## src/design/sls_pkg.sv

```systemverilog
// ---------------------------------------------------------------------------
// sls_pkg: shared types and constants of the sequential list store
// opcodes, status codes, cell commands and the control bundle of the cell row
// ---------------------------------------------------------------------------
package sls_pkg;

	localparam int OPCODE_W = 3;
	localparam int POS_W    = 7;
	localparam int VALUE_W  = 32;
	localparam int COUNT_W  = 7;
	localparam int STATUS_W = 2;

	// wide enough for any index or count up to the largest capacity plus one
	localparam int LIST_IDX_W = 11;

	typedef enum logic [OPCODE_W-1:0] {
		OP_INSERT = 3'd0,
		OP_DELETE = 3'd1,
		OP_GET    = 3'd2,
		OP_APPEND = 3'd3,
		OP_CLEAR  = 3'd4
	} op_t;

	typedef enum logic [STATUS_W-1:0] {
		ST_OK     = 2'd0,
		ST_FULL   = 2'd1,
		ST_BADPOS = 2'd2,
		ST_EMPTY  = 2'd3
	} status_t;

	typedef enum logic [1:0] {
		CMD_HOLD = 2'd0,
		CMD_INS  = 2'd1,
		CMD_DEL  = 2'd2
	} cell_cmd_t;

	typedef struct packed {
		cell_cmd_t              cmd;
		logic [LIST_IDX_W-1:0]  tgt;
		logic                   rd_en;
		logic                   adv;
	} cell_ctrl_t;

endpackage

```

## src/design/sls_cell.sv

```systemverilog
// ---------------------------------------------------------------------------
// sls_cell: one entry of the list
// holds a word, shifts up or down with its neighbors, and offers its word
// to the read tree when it is the selected entry
// ---------------------------------------------------------------------------
module sls_cell #(
	parameter int EW  = 32,
	parameter int IDX = 0
) (
	input  logic                 clk,
	input  sls_pkg::cell_ctrl_t  ctrl,
	input  logic [EW-1:0]        wdata,
	input  logic [EW-1:0]        left_data,
	input  logic [EW-1:0]        right_data,
	output logic [EW-1:0]        data,
	output logic [EW-1:0]        rd_s1
);
	import sls_pkg::*;

	localparam logic [LIST_IDX_W-1:0] MY_IDX = LIST_IDX_W'(IDX);

	logic [EW-1:0] data_q;
	logic [EW-1:0] data_d;
	logic          hit;
	logic          above;

	assign hit   = (MY_IDX == ctrl.tgt);
	assign above = (MY_IDX > ctrl.tgt);

	always_comb begin
		data_d = data_q;
		unique case (ctrl.cmd)
			CMD_INS: begin
				if (above) begin
					data_d = left_data;
				end else if (hit) begin
					data_d = wdata;
				end
			end
			CMD_DEL: begin
				if (above || hit) begin
					data_d = right_data;
				end
			end
			default: begin
				data_d = data_q;
			end
		endcase
	end

	always_ff @(posedge clk) begin
		data_q <= data_d;
	end

	// read sees the word before this request's shift
	always_ff @(posedge clk) begin
		if (ctrl.adv) begin
			rd_s1 <= (ctrl.rd_en && hit) ? data_q : '0;
		end
	end

	assign data = data_q;

endmodule

```

## config.mk

```make
export PLATFORM = sky130hd
export DESIGN_NAME = sls_cell
export DESIGN_NICKNAME = d
export VERILOG_FILES = /design/src/design/sls_pkg.sv /design/src/design/sls_cell.sv
export SDC_FILE = /design/constraint.sdc
export NUM_CORES = 1
export LEC_CHECK = 0
export ABC_AREA = 1
export CAP_MARGIN = 10
export CELL_PAD_IN_SITES_DETAIL_PLACEMENT = 0
export CELL_PAD_IN_SITES_GLOBAL_PLACEMENT = 1
export CORE_MARGIN = 1.5
export CORE_UTILIZATION = 45
export DETAILED_ROUTE_END_ITERATION = 10
export DONT_BUFFER_PORTS = 1
export MAX_ROUTING_LAYER = met4
export PLACE_DENSITY = 0.82
export REMOVE_ABC_BUFFERS = 1
export SYNTH_ARGS = -nofsm -noshare
export SYNTH_HDL_FRONTEND = slang
export SYNTH_SLANG_ARGS = --single-unit
```

## constraint.sdc

```tcl
create_clock -name clk -period 4.01 [get_ports clk]
set_input_delay 0.802 -clock clk [delete_from_list [all_inputs] [get_ports clk]]
set_output_delay 0.802 -clock clk [all_outputs]
set_load 0.02 [all_outputs]
```

==> results of run 1 <==
## metrics by stage
step	hold slack [ps]	total power, mW	utilization [%]	worst slack, ps	cell area (um^2)
after floorplan	694	0.955	-	287	2720
after global placement	712	0.982	47.8	1570	2840
after detailed placement	737	0.987	47.8	1560	2840
after CTS	549	1.59	51.4	1930	3060
after global routing	539	1.65	51.4	1760	3060
final	568	1.57	51.4	1950	3060
## registers in the layout, indices dropped and copies added, names as in the netlist
register	flops
data	32
rd_s1	32
## kinds of logic after synthesis
family | count (synthesis) | synth area share [%]
buffers and inverters | 46 | 7.22
DFF | 64 | 68.9
AOI/OAI and AO/OA | 1 | 0.179
and+or+nand+nor | 140 | 22.8
adders and majority gates | 2 | 0.897
## cell usage in the layout, fill, tap and decap left out
cell type and count:
and2_1 1, clkinv_4 2, nand3_4 1, nor2_2 28, clkinv_1 1, nand2_1 99
bufinv_16 2, edfxtp_1 64, a21oi_4 1, inv_6 1, nor2_4 3, buf_4 2
inv_1 36, clkinv_2 1, clkbuf_8 9, ha_1 2, nor2_1 7, or2_2 1
## power by group through the flow
stage | Combinational, mW | Clock, mW | Sequential [mW]
finish | 0.0790 | 0.607 | 0.889
global placement | 0.0775 | 0 | 0.904
detailed placement | 0.0807 | 0 | 0.906
floorplan | 0.0609 | 0 | 0.894
CTS | 0.0810 | 0.621 | 0.891
global route | 0.0941 | 0.655 | 0.897
## cell type report
class                      count  share of cell area, %
timing repair buffer           2                  0.490
sequential                    64                   62.7
clock buffer                   9                   4.04
inverter                      36                   4.41
multi-input combinational    143                   22.1
tap                           75                   3.06
clock inverter                 7                   3.10
## worst max-delay path by stage
stage,from,end,cells after the start
2_1_floorplan,ctrl[13],data[0]$_DFFE_PP_,4
3_3_place_gp,ctrl[13],data[12]$_DFFE_PP_,5
3_5_place_dp,ctrl[13],data[23]$_DFFE_PP_,5
4_1_cts,ctrl[13],data[26]$_DFFE_PP_,5
5_1_grt,ctrl[13],data[9]$_DFFE_PP_,6
6_report,ctrl[13],data[25]$_DFFE_PP_,5
## routing by layer
metal / vias up / routed length (um) / track usage, %
met3: 11 / 475 / 6.67
met4: 0 / 108 / 9.15
met2: 78 / 2700 / 27.5
met1: 753 / 1870 / 17.4
met5: - / 0 / -
li1: 795 / - / -
==> impl_metrics.csv, run 1 <==
group,metric,value,unit
outcome,status,"finished clean",
timing,final.period_utilization,51.4,%
clock_network,htreeDepth,3,
route,drt_wl_total,5160,um
die,ioPinCount,176,
synth,synth.largest_area_cell,"edfxtp_1",
route,wl_per_cell,15.3,um
global_route,grtUsageTotal,16.9,%
setup_path,crit_chain,"inv_1, ha_1, or2_2, a21oi_4, buf_4",
synth,synthTopCellsByArea,"edfxtp_1 (69%), nand2_1 (13%), nor2_2 (6.3%), inv_1 (4.8%), buf_6 (1.2%)",
place,place_congestion,0.665,
timing,setup_viol,0,
synth,synth_area,2790,um^2
setup_path,crit_arrival,2080,ps
clock_network,clk-insertion-delay-late,340,ps
timing,final.setup.tns,0,ps
power_and_ir_drop,switchingPower,0.404,mW
timing,hold_viol,0,
setup_path,worst_path_max_delay_cell,"a21oi_4",
die,start_util,46.8,%
route,drc,0,
clock_network,cts_tree,"built",
finish,antenna_cells,0,
flow_run,max_cap_viol_count,0,
clock_network,clockBufferDepth,2,
synth,synth.top_cell.area_share,68.9,%
synth,seq_area_frac_synth,68.9,%
setup_path,crit_family,"buffers and inverters",
clock_network,path_clk_slew,80,ps
finish,synthToLayoutAreaGrowth,9.78,%
power_and_ir_drop,p_leak,1.34,nW
setup_path,start_kind,"input pin",
setup_path,critPathBufInv,2,
finish,regArea,1920,um^2
place,io_buffers,0,
synth,netlist_instances,253,
global_route,grt.overflow.total,0,
finish,nFillCells,542,
global_route,grt_pass1_vias,1542,
power_and_ir_drop,p_int,1.17,mW
timing,final_max_slew_viol_count,0,
synth,synth.most_common_cell,"nand2_1",
finish,final_nets,370,
worst_hold_path,holdPathStages,0,
worst_hold_path,holdPathEnd,"rd_s1[30]$_SDFFCE_PN0P_",
clock_network,cts_buffers,9,
finish,final_cell_count_no_fill,336,
clock_network,cts_sinks,64,
synth,synth_edf_count,64,
power_and_ir_drop,pwr-share-clk,38.5,%
clock_network,cts.hold.buffers_added,0,
route,firstDrtPassIters,4,
worst_hold_path,hp-class,"in -> reg",
timing,relSlewSlack,34.0,%
setup_path,critPathMaxStageDelay,390,ps
global_route,grt_max_degree,34,
setup_path,rr_startpoint,"data[21]$_DFFE_PP_",
setup_path,path_max_fanout,21,
route,vias,1637,
die,die_y,81.7,um
synth,ys_ff_latch,64,
setup_path,crit_type,"in -> reg",
power_and_ir_drop,seq_power_share,56.5,%
setup_path,r2r_end,"rd_s1[21]$_SDFFCE_PN0P_",
setup_path,ff2ff_path_depth,2,
synth,synth-main-ff-cell,"edfxtp_1",
synth,avgSynthCellArea,11.0,um^2
global_route,grt_pass1_wl,7660,um
die,num_rows,28,
finish,drive_gt1_share,19.5,%
synth,ys_top_cells_by_count,"nand2_1 (99), edfxtp_1 (64), inv_1 (36), nor2_2 (28), nor2_1 (7)",
setup_path,reg2reg_slack,3070,ps
clock_network,cts.repair.resized,0,
route,viasPerCell,4.87,
setup_path,required,4030,ps
synth,synth_cell_types,14,
power_and_ir_drop,p_sw_share,25.6,%
power_and_ir_drop,power_frac_comb,5.0,%
synth,synthArstFlopShare,0,%
die,core,5960,um^2
clock_network,cts-root-buf,"clkbuf_8",
route,drt_iter0_drc,74,
timing,worst-slew-pin-transition,988,ps
worst_hold_path,worstHoldStart,"ctrl[0]",
die,die_x,81.7,um
place,post-dp-hpwl,3480,um
global_route,antenna_found_initial,0,
timing,finClkSkew,4.14,ps
timing,max_freq,485,MHz
place,placedCellCount,320,
clock_network,postCtsSetupRepairBufs,0,
power_and_ir_drop,ir_worst_vdd,0.255,mV
synth,yosys_warnings,0,
timing,rsz0062_at_grt,"false",
route,antenna_left,0,
die,dieArea,6680,um^2
timing,min_period,2060,ps
setup_path,critPathCaptureType,"register",
power_and_ir_drop,power.density,514,nW/um^2
finish,multi_input_area,678,um^2
No activity file was read; power rests on OpenSTA's default activity.
==> run 2: changes to the inputs <==
- clock period: 4.01 -> 2 ns (I/O delays scaled with it)
==> run 2 against run 1 <==
Net effect: clock power grew 78%; critical endpoint is now data[24]$_DFFE_PP_; largest cell class unchanged; first-iteration DRC count shrank 22%; via count shrank 2.0%; global-route usage shrank 0.68 points.
==> impl_metrics.csv, run 2 (synthesis gave the netlist of run 1 again) <==
group,metric,value,unit
die,dieArea,6680,um^2
setup_path,critPathCaptureType,"register",
die,num_rows,28,
route,vias,1605,
finish,synthToLayoutAreaGrowth,9.64,%
setup_path,crit_type,"in -> reg",
finish,multi_input_area,678,um^2
timing,min_period,1390,ps
setup_path,path_max_fanout,32,
finish,final_cell_count_no_fill,337,
setup_path,required,2180,ps
clock_network,cts.hold.buffers_added,0,
flow_run,max_cap_viol_count,0,
timing,setup_viol,0,
place,place_congestion,0.702,
clock_network,cts_buffers,9,
die,start_util,46.8,%
route,drt_wl_total,5040,um
timing,final.period_utilization,69.6,%
timing,finClkSkew,10.6,ps
setup_path,reg2reg_slack,1050,ps
place,post-dp-hpwl,3490,um
clock_network,cts.repair.resized,0,
global_route,grt_pass1_vias,1457,
setup_path,start_kind,"input pin",
worst_hold_path,holdPathStages,0,
power_and_ir_drop,ir_worst_vdd,0.514,mV
setup_path,r2r_end,"rd_s1[2]$_SDFFCE_PN0P_",
route,drc,0,
global_route,grt.overflow.total,0,
finish,nFillCells,522,
finish,drive_gt1_share,19.8,%
clock_network,postCtsSetupRepairBufs,0,
clock_network,cts_tree,"built",
clock_network,clockBufferDepth,2,
place,dp_slack,252,ps
timing,hold_viol,0,
setup_path,startpoint,"ctrl[13]",
route,drt_iter0_drc,58,
timing,max_freq,718,MHz
global_route,grt_max_degree,33,
worst_hold_path,holdPathEnd,"rd_s1[23]$_SDFFCE_PN0P_",
outcome,status,"finished clean",
clock_network,path_clk_slew,80,ps
setup_path,rr_startpoint,"data[2]$_DFFE_PP_",
finish,final_nets,371,
clock_network,cts-root-buf,"clkbuf_8",
power_and_ir_drop,power.density,991,nW/um^2
timing,rsz0062_at_grt,"false",
place,placedCellCount,321,
timing,final_max_slew_viol_count,0,
clock_network,htreeDepth,3,
timing,timing.hold.ws,172,ps
die,die_y,81.7,um
route,viasPerCell,4.76,
die,ioPinCount,176,
timing,setup_slack,608,ps
finish,antenna_cells,0,
finish,layout_common_cells,"nand2_1 (99), edfxtp_1 (64), inv_1 (36)",
place,io_buffers,0,
timing,worst-slew-pin-transition,969,ps
finish,layout.cells.most_common,"nand2_1",
worst_hold_path,worstHoldStart,"ctrl[0]",
global_route,grtUsageTotal,16.2,%
clock_network,clk-insertion-delay-late,330,ps
die,die_x,81.7,um
setup_path,crit_arrival,1570,ps
setup_path,ff2ff_path_depth,2,
global_route,antenna_found_initial,0,
timing,relSlewSlack,35.4,%
power_and_ir_drop,total_power,3.03,mW
route,antenna_left,0,
worst_hold_path,hp-class,"in -> reg",
route,firstDrtPassIters,4,
power_and_ir_drop,p_leak,1.33,nW
route,wl_per_cell,14.9,um
global_route,grt_pass1_wl,7360,um
clock_network,cts_sinks,64,
finish,regArea,1920,um^2
die,core,5960,um^2
## run 2: cell count changes in the layout (fill, tap and decap cells not counted), sizes merged
cell	change
clkinv	-1
clkinvlp	+2
bufinv	-1
buf	+1
## run 2: worst max-delay path by stage
stage                               endpoint  slack, ps  cells past startpoint
final                     data[24]$_DFFE_PP_        610                      5
after global routing       data[4]$_DFFE_PP_        430                      5
after CTS                 data[15]$_DFFE_PP_        600                      5
after detailed placement  data[15]$_DFFE_PP_        250                      5
after global placement     data[5]$_DFFE_PP_        310                      5
after floorplan            data[0]$_DFFE_PP_      -1320                      4
## run 2: final cells by class
| class | instances | share of cell area (%) |
|---|---|---|
| clock buffers | 9 | 4.05 |
| flip-flops and latches | 64 | 62.8 |
| clock inverters | 7 | 2.33 |
| multi-input cells | 143 | 22.2 |
| repair buffers | 3 | 1.15 |
| inverters | 36 | 4.42 |
| well taps | 75 | 3.07 |
## run 2: metrics by stage
stage | TNS [ps] | instance area (um^2) | utilization (%)
floorplan | -44540 | 2720 | -
global route | 0 | 3060 | 51.4
finish | 0 | 3060 | 51.4
global placement | 0 | 2860 | 48.1
detailed placement | 0 | 2860 | 48.1
CTS | 0 | 3060 | 51.4
## run 2: power breakdown
part / leakage, nW / internal [mW] / total, mW / switching, mW
sequential: 0.642 / 1.60 / 1.78 / 0.182
clock: 0.0933 / 0.575 / 1.08 / 0.508
combinational: 0.598 / 0.0531 / 0.168 / 0.115
## run 2: routing by layer
layer  global-route usage (%)  up-vias  part of all wire [%]
met5                        -        -                     0
met4                     8.14        0                   1.8
met3                     6.67        8                   9.9
met2                     26.1       78                    51
met1                     17.1      722                    38
li1                         -      797                     -
## run 2: critical path: stages
cell,delay [ps]
inv_1,20
ha_1,200
inv_1,710
nand2_1,110
nand2_1,130
